$ cat src/rtl/hlva_pkg.sv
// Shared types, constants and defaults for the Hough line vote accumulator.
package hlva_pkg;

  localparam int DEF_MAX_THETA  = 256;
  localparam int DEF_MAX_RHO    = 1024;
  localparam int DEF_COORD_BITS = 10;
  localparam int DEF_COUNT_BITS = 16;

  localparam int CFG_AW = 4;
  localparam int CFG_DW = 32;

  localparam logic [10:0] RST_IMAGE_ROWS  = 11'd512;
  localparam logic [8:0]  RST_THETA_COUNT = 9'd180;
  localparam logic [10:0] RST_RHO_COUNT   = 11'd724;
  localparam logic [15:0] RST_RHO_SCALE   = 16'd256;

  localparam int COL_W      = 11;
  localparam int DY_W       = 12;
  localparam int TRIG_W     = 16;
  localparam int P_COS_W    = 27;
  localparam int P_SIN_W    = 28;
  localparam int SUM_W      = 29;
  localparam int RHO_MAG_W  = 28;
  localparam int SCALED_W   = 44;
  localparam int FRAC_SHIFT = 22;
  localparam int BIN_W      = SCALED_W - FRAC_SHIFT;
  localparam int OUT_W      = 16;

  typedef enum logic [1:0] {
    OP_VOTE = 2'd0,
    OP_READ = 2'd1,
    OP_LOAD = 2'd2,
    OP_NONE = 2'd3
  } op_t;

  typedef struct packed {
    logic [10:0] image_rows;
    logic [8:0]  theta_count;
    logic [10:0] rho_count;
    logic [15:0] rho_scale;
  } cfg_t;

  typedef struct packed {
    logic clear_step;
    logic load_item;
    logic load_trig;
    logic theta_issue;
    logic read_issue;
    logic out_load;
  } cmd_t;

  typedef struct packed {
    logic in_vote;
    logic in_read;
    logic in_load;
    logic tn_zero;
    logic theta_last;
    logic clear_last;
    logic pipe_empty;
    logic out_free;
  } sts_t;

endpackage

$ cat src/rtl/hlva_regs.sv
// Configuration register file with its APB-style access port.
module hlva_regs
  import hlva_pkg::*;
(
  input  logic              clk,
  input  logic              rst,
  input  logic              psel,
  input  logic              penable,
  input  logic              pwrite,
  input  logic [CFG_AW-1:0] paddr,
  input  logic [CFG_DW-1:0] pwdata,
  output logic [CFG_DW-1:0] prdata,
  output logic              pready,
  output cfg_t              cfg
);

  typedef enum logic [1:0] {
    REG_IMAGE_ROWS  = 2'd0,
    REG_THETA_COUNT = 2'd1,
    REG_RHO_COUNT   = 2'd2,
    REG_RHO_SCALE   = 2'd3
  } reg_idx_t;

  reg_idx_t idx;
  logic     wr_en;

  assign idx    = reg_idx_t'(paddr[3:2]);
  assign pready = 1'b1;
  assign wr_en  = psel && penable && pwrite && pready;

  always_ff @(posedge clk) begin
    if (rst) begin
      cfg.image_rows  <= RST_IMAGE_ROWS;
      cfg.theta_count <= RST_THETA_COUNT;
      cfg.rho_count   <= RST_RHO_COUNT;
      cfg.rho_scale   <= RST_RHO_SCALE;
    end else if (wr_en) begin
      case (idx)
        REG_IMAGE_ROWS:  cfg.image_rows  <= pwdata[10:0];
        REG_THETA_COUNT: cfg.theta_count <= pwdata[8:0];
        REG_RHO_COUNT:   cfg.rho_count   <= pwdata[10:0];
        REG_RHO_SCALE:   cfg.rho_scale   <= pwdata[15:0];
        default: ;
      endcase
    end
  end

  always_comb begin
    case (idx)
      REG_IMAGE_ROWS:  prdata = CFG_DW'(cfg.image_rows);
      REG_THETA_COUNT: prdata = CFG_DW'(cfg.theta_count);
      REG_RHO_COUNT:   prdata = CFG_DW'(cfg.rho_count);
      REG_RHO_SCALE:   prdata = CFG_DW'(cfg.rho_scale);
      default:         prdata = '0;
    endcase
  end

endmodule

$ cat config.mk
export PLATFORM = sky130hd
export DESIGN_NAME = hlva_regs
export DESIGN_NICKNAME = d
export VERILOG_FILES = /design/src/rtl/hlva_pkg.sv /design/src/rtl/hlva_regs.sv
export SDC_FILE = /design/constraint.sdc
export NUM_CORES = 1
export LEC_CHECK = 0
export ABC_AREA = 1
export ABC_CLOCK_PERIOD_IN_PS = 1500
export BUFFER_PORTS_ARGS = -buffer_cell sky130_fd_sc_hd__buf_2
export CORE_MARGIN = 10
export CORE_UTILIZATION = 51
export CTS_BUF_LIST = sky130_fd_sc_hd__clkbuf_8
export DETAILED_ROUTE_END_ITERATION = 10
export GPL_TIMING_DRIVEN = 0
export PLACE_DENSITY_LB_ADDON = 0.15
export SYNTH_ARGS = -nofsm -noshare
export SYNTH_HDL_FRONTEND = slang
export SYNTH_SLANG_ARGS = --single-unit
$ cat constraint.sdc
create_clock -name clk -period 1.5 [get_ports clk]
set_input_delay 0.225 -clock clk [delete_from_list [all_inputs] [get_ports clk]]
set_output_delay 0.225 -clock clk [all_outputs]
set_load 0.05 [all_outputs]
==> summary.md <==
| Metric | Value |
|---|---|
| Vias | `between 2000 and 3000` |
| Largest net degree at the start of global routing | `14` |
| # diodes | `0` |
| Post-Place Cell Area | `0.00292 mm^2` |
| Net Sw Frac | `32.8%` |
| Die area | `0.00774 mm^2` |
| CP dominant cell by count | `clkbuf_4` |
| Placed cells | `513` |
| Gr ovfl total | `0` |
| Design area | `0.00311 mm^2` |
| Die height | `88.0 um` |
| Family with the most delay on the worst path | `buffers and inverters` |
| Design Power | `between 0.002 and 0.003 W` |
| Gate power share | `23.6%` |
| Largest area contributor in the synthesized netlist | `dfxtp_1` |
| Startpoint types | `input pin` |
| Internal | `approximately 0.0019 W` |
| Largest register by flop count | `cfg` |
| Critical Path End Type | `output pin` |
| Initial core utilization | `53.4%` |
| Initial DRC Count | `197` |
| GRT Total Usage | `19.7%` |
| Max-slew violations | `0` |
| Clk slew on worst S/H paths | `approximately 0.090 ns` |
| DRT Pass-1 Iters | `4` |
| Largest stage delay, worst path | `0.26 ns` |
| Worst Clk Skew | `0 ns` |
| FF/Latch Area | `about 940 um^2` |
| Worst path slowest cell | `clkbuf_4` |
| Antenna violations before repair | `0` |
| Commonest cells after routing, fill and taps aside | `nand2_1 (104), buf_2 (79), nor2_1 (76)` |
| Drt drc | `0` |
| Signal arrival time at the worst endpoint | `1.23 ns` |
| Clock power share | `around 30%` |
| Fraction of layout cells with a size suffix above 1 | `29.8%` |
| Clock Tree Buf Depth | `2` |
| Part of the power in registers | `around 47%` |
| Setup CP Type | `in2out` |
| Number of flip-flops in the largest register | `47` |
| CTS Sinks | `47` |
| Fin crit share | `96.7%` |
| FMAX | `689 MHz` |
| Final Util | `between 70% and 80%` |
| Post-route ant nets | `0` |
| Final net count | `between 500 and 600` |
| Die X | `around 90 um` |
| CTS tree | `built` |
| Top cells by area, synth | `dfxtp_1 (40%), nand2_1 (17%), nor2_1 (13%)` |
| Clock Latency Late Sink | `0.29 ns` |
| Leakage | `1.65 nW` |
| Row cnt | `24` |
| # fillers | `401` |
| Fin. Hold Viols | `0` |
| Total power per unit cell area | `around 890 mW/mm^2` |
| Psw | `0.000912 W` |
| Cell Count, Final, Fillers Out | `525` |
| Most common cell after layout, fill and taps aside | `nand2_1` |
| Ports | `121` |
| Unrepaired setup endpoints after global routing | `yes` |
| Worst min path class | `in2reg` |
| Final number of setup-violating endpoints | `0` |
| Core area | `approximately 0.0044 mm^2` |
| CP cell instances | `clkbuf_4, nor2_1, clkbuf_4, nand2_1, nand4_1, buf_4` |
| Cts hold-fix bufs | `0` |
| YS warnings | `0` |
| H-tree Lvls | `2` |
| Mapped cell area | `0.00236 mm^2` |
| Routability cong. | `0.847` |
| Port Buffers | `85` |
| Area occupied by multi-input gates | `0.00116 mm^2` |
| Worst IR drop on VDD | `0.682 mV` |
| Slew @ Worst Pin | `between 0.5 and 0.6 ns` |
| Vias in the first global route | `2521` |
| Critical path required time | `1.27 ns` |
| Mapped Cells | `361` |
| CTS Buf Count | `5` |
| Drt wl/cell | `around 15 um` |
| Max-slew headroom | `62.3%` |
| Outcome | `finished clean` |
| Sequential area share after synthesis | `39.9%` |
| Clock root buffer | `clkbuf_8` |
| Synth top area share | `39.9%` |
| Drt via density | `4.93` |
| WP buf/inv | `3` |
| DP Wirelength | `about 5600 um` |
| Yosys cell types | `19` |
| Biggest regs | `cfg x47` |
| First-pass GRT wire length | `12100 um` |
| Avg Synthesized Cell Area | `roughly 6.5 um^2` |
| P&R area growth vs syn | `31.8%` |
| Yosys reg bits | `47` |
| MaxCap Viol Count | `0` |
| Period minus WS final | `1.45 ns` |
| Crit path max fanout | `10` |
| Post-Route WL | `7750 um` |
through the flow:
| step | hold slack (ns) | TNS, ns | setup WS, ns |
|---|---|---|---|
| 2_1_floorplan | 0.351 | 0 | 0.0910 |
| 3_3_place_gp | 0.453 | -2.60 | -0.289 |
| 3_5_place_dp | 0.465 | -2.69 | -0.291 |
| 4_1_cts | 0.157 | 0 | 0.00578 |
| 5_1_grt | 0.169 | -0.0395 | -0.0233 |
| 6_report | 0.159 | 0 | 0.0493 |
power by group through the flow:
stage,registers (W),logic [W],clock network [W]
2_1_floorplan,0.00142,0.000376,0
3_3_place_gp,0.00132,0.000613,0
3_5_place_dp,0.00132,0.000618,0
4_1_cts,0.00129,0.000637,0.000834
5_1_grt,0.00130,0.000701,0.000875
6_report,0.00129,0.000654,0.000830
synthesized netlist by cell type:
library cell and number:
nand2_1 104, nor2_1 81, nand3_1 49, dfxtp_1 47, inv_1 23, buf_4 19, nand4_1 9, buf_2 8
clkbuf_1 4, buf_6 3, inv_2 3, conb_1 2, nor2_4 2, o21ai_0 2, buf_1 1, nand2_4 1
nand3_2 1, nor2_2 1, nor2_8 1
worst reg2reg max path, stage by stage (launching register included):
cell,delay (ns)
dfxtp_1,0.34
o21ai_0,0.08
nand3_1,0.09
kinds of logic after synthesis:
family | synth area share [%]
buffers and inverters | 14.1
other | 0.319
flip-flops | 39.9
AO/OA/AOI/OAI | 0.425
AND/OR/NAND/NOR | 45.2
path summary, 6_finish.rpt:
kind / start / end / slack, ns / depth (start not counted)
setup / recovery: paddr[3] / prdata[6] / 0.05 / 6
hold reg to reg: cfg[23] / cfg[23] / 0.49 / 2
hold / removal: pwdata[6] / cfg[22] / 0.16 / 3
setup reg to reg: cfg[8] / cfg[8] / 0.87 / 2
final cells by class:
class / count / area share (%)
multi-input cells: 268 / 37.4
clock inverters: 1 / 0.121
plain buffers: 35 / 7.89
repair buffers: 89 / 15.8
clock buffers: 7 / 3.10
flip-flops and latches: 47 / 30.3
inverters: 26 / 3.30
well taps: 52 / 2.09
per-layer routing:
| layer | vias up | track usage [%] | part of all wire (%) |
|---|---|---|---|
| li1 | 1307 | - | - |
| met1 | 1173 | 21.8 | 39 |
| met2 | 95 | 34.5 | 50 |
| met3 | 14 | 6.78 | 10 |
| met4 | 0 | 6.23 | 1.6 |
| met5 | - | 0 | 0 |
repair_timing:
action,4_1_cts,5_1_grt
resized for setup,13,10
pin swaps,1,1
endpoints found under the setup margin,11,11
buffers inserted,2,2
Note: power is estimated with default switching activity, not from simulation.
