==> src/rtl/hlva_pkg.sv <==
// Shared types, constants and defaults for the Hough line vote accumulator.
package hlva_pkg;

  localparam int DEF_MAX_THETA  = 256;
  localparam int DEF_MAX_RHO    = 1024;
  localparam int DEF_COORD_BITS = 10;
  localparam int DEF_COUNT_BITS = 16;

  localparam int CFG_AW = 4;
  localparam int CFG_DW = 32;

  localparam logic [10:0] RST_IMAGE_ROWS  = 11'd512;
  localparam logic [8:0]  RST_THETA_COUNT = 9'd180;
  localparam logic [10:0] RST_RHO_COUNT   = 11'd724;
  localparam logic [15:0] RST_RHO_SCALE   = 16'd256;

  localparam int COL_W      = 11;
  localparam int DY_W       = 12;
  localparam int TRIG_W     = 16;
  localparam int P_COS_W    = 27;
  localparam int P_SIN_W    = 28;
  localparam int SUM_W      = 29;
  localparam int RHO_MAG_W  = 28;
  localparam int SCALED_W   = 44;
  localparam int FRAC_SHIFT = 22;
  localparam int BIN_W      = SCALED_W - FRAC_SHIFT;
  localparam int OUT_W      = 16;

  typedef enum logic [1:0] {
    OP_VOTE = 2'd0,
    OP_READ = 2'd1,
    OP_LOAD = 2'd2,
    OP_NONE = 2'd3
  } op_t;

  typedef struct packed {
    logic [10:0] image_rows;
    logic [8:0]  theta_count;
    logic [10:0] rho_count;
    logic [15:0] rho_scale;
  } cfg_t;

  typedef struct packed {
    logic clear_step;
    logic load_item;
    logic load_trig;
    logic theta_issue;
    logic read_issue;
    logic out_load;
  } cmd_t;

  typedef struct packed {
    logic in_vote;
    logic in_read;
    logic in_load;
    logic tn_zero;
    logic theta_last;
    logic clear_last;
    logic pipe_empty;
    logic out_free;
  } sts_t;

endpackage

==> src/rtl/hlva_ctrl.sv <==
// Controller state machine sequencing clear, vote, read and table load transactions.
module hlva_ctrl
  import hlva_pkg::*;
(
  input  logic clk,
  input  logic rst,
  input  logic in_valid,
  output logic in_ready,
  input  sts_t sts,
  output cmd_t cmd
);

  typedef enum logic [2:0] {
    ST_CLEAR,
    ST_IDLE,
    ST_VOTE,
    ST_DRAIN,
    ST_READ,
    ST_READ_WAIT
  } state_t;

  state_t state;

  assign in_ready = (state == ST_IDLE);

  always_comb begin
    cmd = '0;
    case (state)
      ST_CLEAR: cmd.clear_step = 1'b1;
      ST_IDLE: begin
        if (in_valid) begin
          cmd.load_item = sts.in_vote || sts.in_read;
          cmd.load_trig = sts.in_load;
        end
      end
      ST_VOTE:      cmd.theta_issue = 1'b1;
      ST_READ:      cmd.read_issue  = 1'b1;
      ST_READ_WAIT: cmd.out_load    = sts.out_free;
      default: ;
    endcase
  end

  always_ff @(posedge clk) begin
    if (rst) begin
      state <= ST_CLEAR;
    end else begin
      case (state)
        ST_CLEAR: begin
          if (sts.clear_last) state <= ST_IDLE;
        end
        ST_IDLE: begin
          if (in_valid) begin
            if (sts.in_vote && !sts.tn_zero) state <= ST_VOTE;
            else if (sts.in_read)            state <= ST_READ;
          end
        end
        ST_VOTE: begin
          if (sts.theta_last) state <= ST_DRAIN;
        end
        ST_DRAIN: begin
          if (sts.pipe_empty) state <= ST_IDLE;
        end
        ST_READ: state <= ST_READ_WAIT;
        ST_READ_WAIT: begin
          if (sts.out_free) state <= ST_IDLE;
        end
        default: state <= ST_IDLE;
      endcase
    end
  end

endmodule

==> config.mk <==
export PLATFORM = sky130hd
export DESIGN_NAME = hlva_ctrl
export DESIGN_NICKNAME = d
export VERILOG_FILES = /design/src/rtl/hlva_pkg.sv /design/src/rtl/hlva_ctrl.sv
export SDC_FILE = /design/constraint.sdc
export NUM_CORES = 1
export LEC_CHECK = 0
export BUFFER_PORTS_ARGS = -buffer_cell sky130_fd_sc_hd__buf_2
export CAP_MARGIN = 20
export CORE_AREA = 4 4 41 43
export CTS_BUF_LIST = sky130_fd_sc_hd__clkbuf_8 sky130_fd_sc_hd__clkbuf_16
export DETAILED_ROUTE_END_ITERATION = 8
export DIE_AREA = 0 0 45 47
export REMOVE_ABC_BUFFERS = 1
export SLEW_MARGIN = 20
export SYNTH_ARGS = -nofsm -noshare
export SYNTH_HDL_FRONTEND = slang
export SYNTH_SLANG_ARGS = --single-unit
==> constraint.sdc <==
create_clock -name clk -period 1.8 [get_ports clk]
set_input_delay 0.36 -clock clk [delete_from_list [all_inputs] [get_ports clk]]
set_output_delay 0.36 -clock clk [all_outputs]
set_load 0.01 [all_outputs]
==> qor.yml, run 1 <==
ctsResizeCount: 0
period_minus_slack_ps: 1720
synth_area_leaders: "dfxtp_1 (17%), mux2i_1 (11%), nor4bb_4 (7.1%)"
critPathRequiredTime_ps: 1440
cp-start-kind: "flip-flop"
hold_viol_final: 0
clk_latency_ps: 220
hpwl_um: 673
grt_busiest_layer: "met2"
drt_first_pass_iters: 2
start_util: 0.270
r2r_slack_ps: 290
grt_usage: 0.0923
portBuffers: 17
critPathKind: "reg -> out"
dp.cells: 68
crit_start: "state[1]$_SDFFE_PP0P_"
grt_pass1_vias: 371
fin_nets: 69
vias: 347
cts-htree-levels: 1
fmax_mhz: 581
syn_inst: 37
rsz0062_at_grt: "no"
die-area_mm2: 0.00212
netlist_area_um2: 352
diodes: 0
fillers: 157
areaGrowthSynthToFinish_pct: 39.1
top_register: "state"
routed_wl_um: 864
status: "complete, no violations"
drcViolationCount: 0
path_clk_slew_ps: 30
layout-drive-gt1-share: 0.474
ff2ff_path_depth: 4
ant_nets: 0
grt_use_met1: 0.102
avgSynthCellArea_um2: 9.50
cp.arrival_ps: 1360
via_per_inst: 4.82
cp-end-kind: "primary output"
period_share: 0.957
maxSlewViolCount: 0
final_util: 0.376
routedWlPerCell_um: 12.0
synth_warnings: 0
tightest_slew_ps: 490
largest_reg_flops: 3
hold_ws_ps: 396
clock_path_buffers: 2
die_h_um: 47
fin_cells: 72
relSlewSlack: 0.673
cts_tree: "yes"
netlist-cell-type-count: 24
final.setup.tns_ps: 0
p_leak_nw: 0.229
antenna_found_initial: 0
grt_max_degree: 12
use_met2: 0.158
r2r_start: "state[1]$_SDFFE_PP0P_"
drt_iter0_markers: 6
hold_class: "in -> reg"
maxCapViolations: 0
setup_violations: 0
num_rows: 13
synth_seq_cells: 3
yosysTopAreaCellShare: 0.171
peakVddDrop_v: 0.000281
fin_skew_ps: 4.03
numCtsBuffers: 3
reg2reg_to: "state[1]$_SDFFE_PP0P_"
ys_seq_area_frac: 0.171
cts.sinks: 3
gp_congestion: 0.756
cts_root_buffer: "clkbuf_8"
powerDensity_mw_per_mm2: 852
crit_path_end: "cmd[3]"
yosys.area.top_type: "dfxtp_1"
core_mm2: 0.00130
use_met3: 0.0153
ctsHoldBuffers: 0
grt_pass1_wl_um: 1390
die_w_um: 45
grt_overflow_total: 0
largest_registers: "state: 3 flops"
cp_max_fo: 11
io_pins: 18
cts_setup_buffers: 0
-- worst min-delay path by stage --
stage / end / cells after the start / slack (ps) / start
after floorplan: state[0]$_SDFFE_PP0P_ / 1 / 460 / in_valid
after global placement: state[0]$_SDFFE_PP0P_ / 2 / 610 / in_valid
after detailed placement: state[0]$_SDFFE_PP0P_ / 2 / 620 / in_valid
after CTS: state[0]$_SDFFE_PP0P_ / 2 / 400 / in_valid
after global routing: state[0]$_SDFFE_PP0P_ / 2 / 430 / in_valid
final: state[0]$_SDFFE_PP0P_ / 2 / 400 / in_valid
-- power by group --
group	internal (mW)	switching, mW
Sequential	0.0745	0.0184
Clock	0.145	0.0471
Combinational	0.0711	0.0605
-- metrics by stage --
step                      worst slack (ps)  instance area (um2)  power [mW]
after floorplan                        320                  333       0.178
after global placement                 312                  444       0.225
after detailed placement               281                  444       0.227
after CTS                             54.3                  489       0.424
after global routing                  1.98                  489       0.443
final                                 77.5                  489       0.417
-- placed cells by master (no fill, tap or decap), types with 2 or more instances in the layout --
| cell | n |
|---|---|
| buf_2 | 17 |
| nor2_1 | 3 |
| nor3b_1 | 2 |
| nand3b_1 | 2 |
| mux2i_1 | 4 |
| clkbuf_8 | 3 |
| nand2b_1 | 2 |
| dfxtp_1 | 3 |
| or2b_1 | 2 |
| inv_1 | 2 |
| nor3_1 | 2 |
| nand2_1 | 2 |
-- critical path, cell delays in order (launching register included) --
cell and delay [ps]:
dfxtp_1 450, nor3b_4 360, and3_2 220, buf_2 120
-- cells in the mapped netlist --
master / n
nand3b_1: 2
nor3_1: 2
and2_1: 1
a31oi_4: 1
nand3_2: 1
o211a_1: 1
buf_4: 1
nor3b_4: 1
a211oi_1: 1
inv_1: 1
nor3b_1: 2
nor2_1: 3
or2b_1: 2
a31oi_1: 1
nand2_1: 2
nor2b_1: 1
nand2b_1: 2
buf_6: 1
dfxtp_1: 3
mux2i_1: 4
mux2_4: 1
and3_2: 1
a31o_1: 1
nor4bb_4: 1
-- layout make-up --
| type | count | area [um2] | share of cell area |
|---|---|---|---|
| Inverter | 1 | 3.75 | 0.00767 |
| Tap cell | 15 | 18.8 | 0.0384 |
| Sequential cell | 3 | 60.1 | 0.123 |
| Clock inverter | 1 | 3.75 | 0.00767 |
| Timing Repair Buffer | 18 | 92.6 | 0.189 |
| Clock buffer | 3 | 41.3 | 0.0844 |
| Multi-Input combinational cell | 31 | 269 | 0.550 |
-- metal layers --
metal	vias up	routed length (um)
met5	-	0
met3	2	68
li1	179	-
met1	151	357
met4	0	9
met2	15	430
-- cell families (layout without fill, tap and decap cells) --
logic type,Yosys count,count (layout),synth area share
DFF,3,3,0.171
AOI/OAI and AO/OA,5,5,0.153
muxes,5,5,0.157
and+or+nand+nor,21,21,0.456
buffers and inverters,3,23,0.0641
Power figures use the tool's default switching activity.
==> inputs of run 2 (changes only) <==
--- a/config.mk
+++ b/config.mk
@@ -12,6 +12,7 @@
 export DETAILED_ROUTE_END_ITERATION = 8
 export DIE_AREA = 0 0 45 47
 export REMOVE_ABC_BUFFERS = 1
+export SETUP_SLACK_MARGIN = 0.3
 export SLEW_MARGIN = 20
 export SYNTH_ARGS = -nofsm -noshare
 export SYNTH_HDL_FRONTEND = slang
==> run 2 against run 1 <==
  * Total power rose by 14%
  * Clock skew up 1.3 ps
  * Clock-buffer cell count did not move
==> qor.yml, run 2 (synthesis results as in run 1) <==
status: "complete, no violations"  # unchanged
cp_max_fo: 5  # was 11
drt_iter0_markers: 7  # was 6
vias: 370  # was 347
ff2ff_path_depth: 6  # was 4
fin_skew_ps: 5.36  # was 4.03 ps
critPathRequiredTime_ps: 1440  # about the same
start_util: 0.270  # unchanged
crit_slowest_cell: "dfxtp_4"  # was dfxtp_1
path_cells: "nor3b_4 -> and3_4 -> buf_6"  # was nor3b_4 -> and3_2 -> buf_2
maxSlewViolCount: 0  # unchanged
via_per_inst: 4.63  # was 4.82
clk_latency_ps: 220  # about the same
largest_registers: "state: 3 flops"  # unchanged
layout-drive-gt1-share: 0.646  # was 0.474
cp-start-kind: "flip-flop"  # unchanged
rsz0062_at_grt: "yes"  # was no
grt_pass1_vias: 429  # was 371
cts-htree-levels: 1  # unchanged
portBuffers: 17  # unchanged
cp.arrival_ps: 1150  # was 1360 ps
critPathKind: "reg -> out"  # unchanged
ctsHoldBuffers: 0  # unchanged
cts_tree: "yes"  # unchanged
path_delay_family: "simple AND/OR/NAND/NOR gates"  # unchanged
fmax_mhz: 664  # was 581 MHz
core_mm2: 0.00130  # unchanged
die_w_um: 45  # unchanged
final_common_cell: "buf_2"  # unchanged
period_share: 0.836  # was 0.957
post-route-worst-setup-slack_ps: 295  # was 77.5 ps
clock_path_buffers: 2  # unchanged
peakVddDrop_v: 0.000299  # was 0.000281 V
grt_usage: 0.108  # was 0.0923
min_path_cells: 2  # unchanged
critPathBufInv: 1  # unchanged
grt_overflow_total: 0  # unchanged
p_leak_nw: 0.283  # was 0.229 nW
hold_ws_ps: 428  # was 396 ps
critical_path_depth: 3  # unchanged
grt_pass1_wl_um: 1630  # was 1390 um
drt_first_pass_iters: 3  # was 2
period_minus_slack_ps: 1510  # was 1720 ps
finalPower_mw: 0.475  # was 0.417 mW
largest_reg_flops: 3  # unchanged
cp-end-kind: "primary output"  # unchanged
die_h_um: 47  # unchanged
final.setup.tns_ps: 0  # unchanged
setup_violations: 0  # unchanged
hold_class: "in -> reg"  # unchanged
place_ws_ps: 281  # unchanged
cts.sinks: 3  # unchanged
path_clk_slew_ps: 30  # about the same
routed_wl_um: 960  # was 864 um
mostFrequentLayoutCells: "buf_2 (16), buf_4 (7), clkbuf_8 (3), buf_6 (3), dfxtp_4 (3)"  # was buf_2 (17), mux2i_1 (4), nor2_1 (3), clkbuf_8 (3), dfxtp_1 (3)
drcViolationCount: 0  # unchanged
areaGrowthSynthToFinish_pct: 75.1  # was 39.1%
grt_max_degree: 8  # was 12
numCtsBuffers: 3  # unchanged
ant_nets: 0  # unchanged
fin_nets: 77  # was 69
diodes: 0  # unchanged
hold_viol_final: 0  # unchanged
cts_root_buffer: "clkbuf_8"  # unchanged
top_register: "state"  # unchanged
routedWlPerCell_um: 12.0  # unchanged
cpPeakStageDelay_ps: 350  # was 450 ps
antenna_found_initial: 0  # unchanged
maxCapViolations: 0  # unchanged
tightest_slew_ps: 265  # was 490 ps
die-area_mm2: 0.00212  # unchanged
num_rows: 13  # unchanged
hpwl_um: 673  # unchanged
powerDensity_mw_per_mm2: 772  # was 852 mW/mm2
relSlewSlack: 0.823  # was 0.673
io_pins: 18  # unchanged
gp_congestion: 0.756  # unchanged
run 2: stage by stage:
stage               std cells   util  cell area, um2
floorplan                  35      -             333
global placement           68  0.341             444
detailed placement         68  0.341             444
CTS                        79  0.433             563
global route               80  0.473             616
finish                     80  0.473             616
run 2: path summary, 6_finish.rpt:
| path | slack [ps] | start | endpoint |
|---|---|---|---|
| setup / recovery | 290 | state[2]$_SDFFE_PP0P_ | cmd[3] |
| hold / removal | 430 | in_valid | state[0]$_SDFFE_PP0P_ |
| setup reg to reg | 360 | state[1]$_SDFFE_PP0P_ | state[1]$_SDFFE_PP0P_ |
| hold reg to reg | 770 | state[1]$_SDFFE_PP0P_ | state[1]$_SDFFE_PP0P_ |
run 2: per-layer routing:
layer / part of all wire / wire [um] / track usage / vias to the layer above
met2: 0.55 / 531 / 0.215 / 15
met4: 0.013 / 12 / 0.0702 / 0
li1: - / - / - / 190
met3: 0.063 / 60 / 0.0153 / 2
met5: 0 / 0 / 0 / -
met1: 0.37 / 355 / 0.102 / 163
run 2: worst reg2reg max path, delay by kind of cell, from the launching register on:
family                 cells  cell delay [ps]
buffers and inverters      2              230
flip-flops                 1              370
AND/OR/NAND/NOR            2              200
multiplexers               2              520
run 2: timing repair:
action,4_1_cts,5_1_grt
setup buffers,7,1
pin swaps,3,4
gates resized for setup,8,9
setup endpoints to repair,7,5
cloned,0,0
run 2: final cells by class:
cell class                      instances  area [um2]
Fill cell                             140         686
Multi-Input combinational cell         31         310
Timing Repair Buffer                   26         166
Sequential cell                         3        71.3
Clock buffer                            3        41.3
Tap cell                               15        18.8
Clock inverter                          1        3.75
Inverter                                1        3.75
run 2: where the power goes:
group | internal [mW] | switching [mW]
Combinational | 0.109 | 0.0857
Sequential | 0.0756 | 0.00959
Clock | 0.146 | 0.0495
Total | 0.330 | 0.145
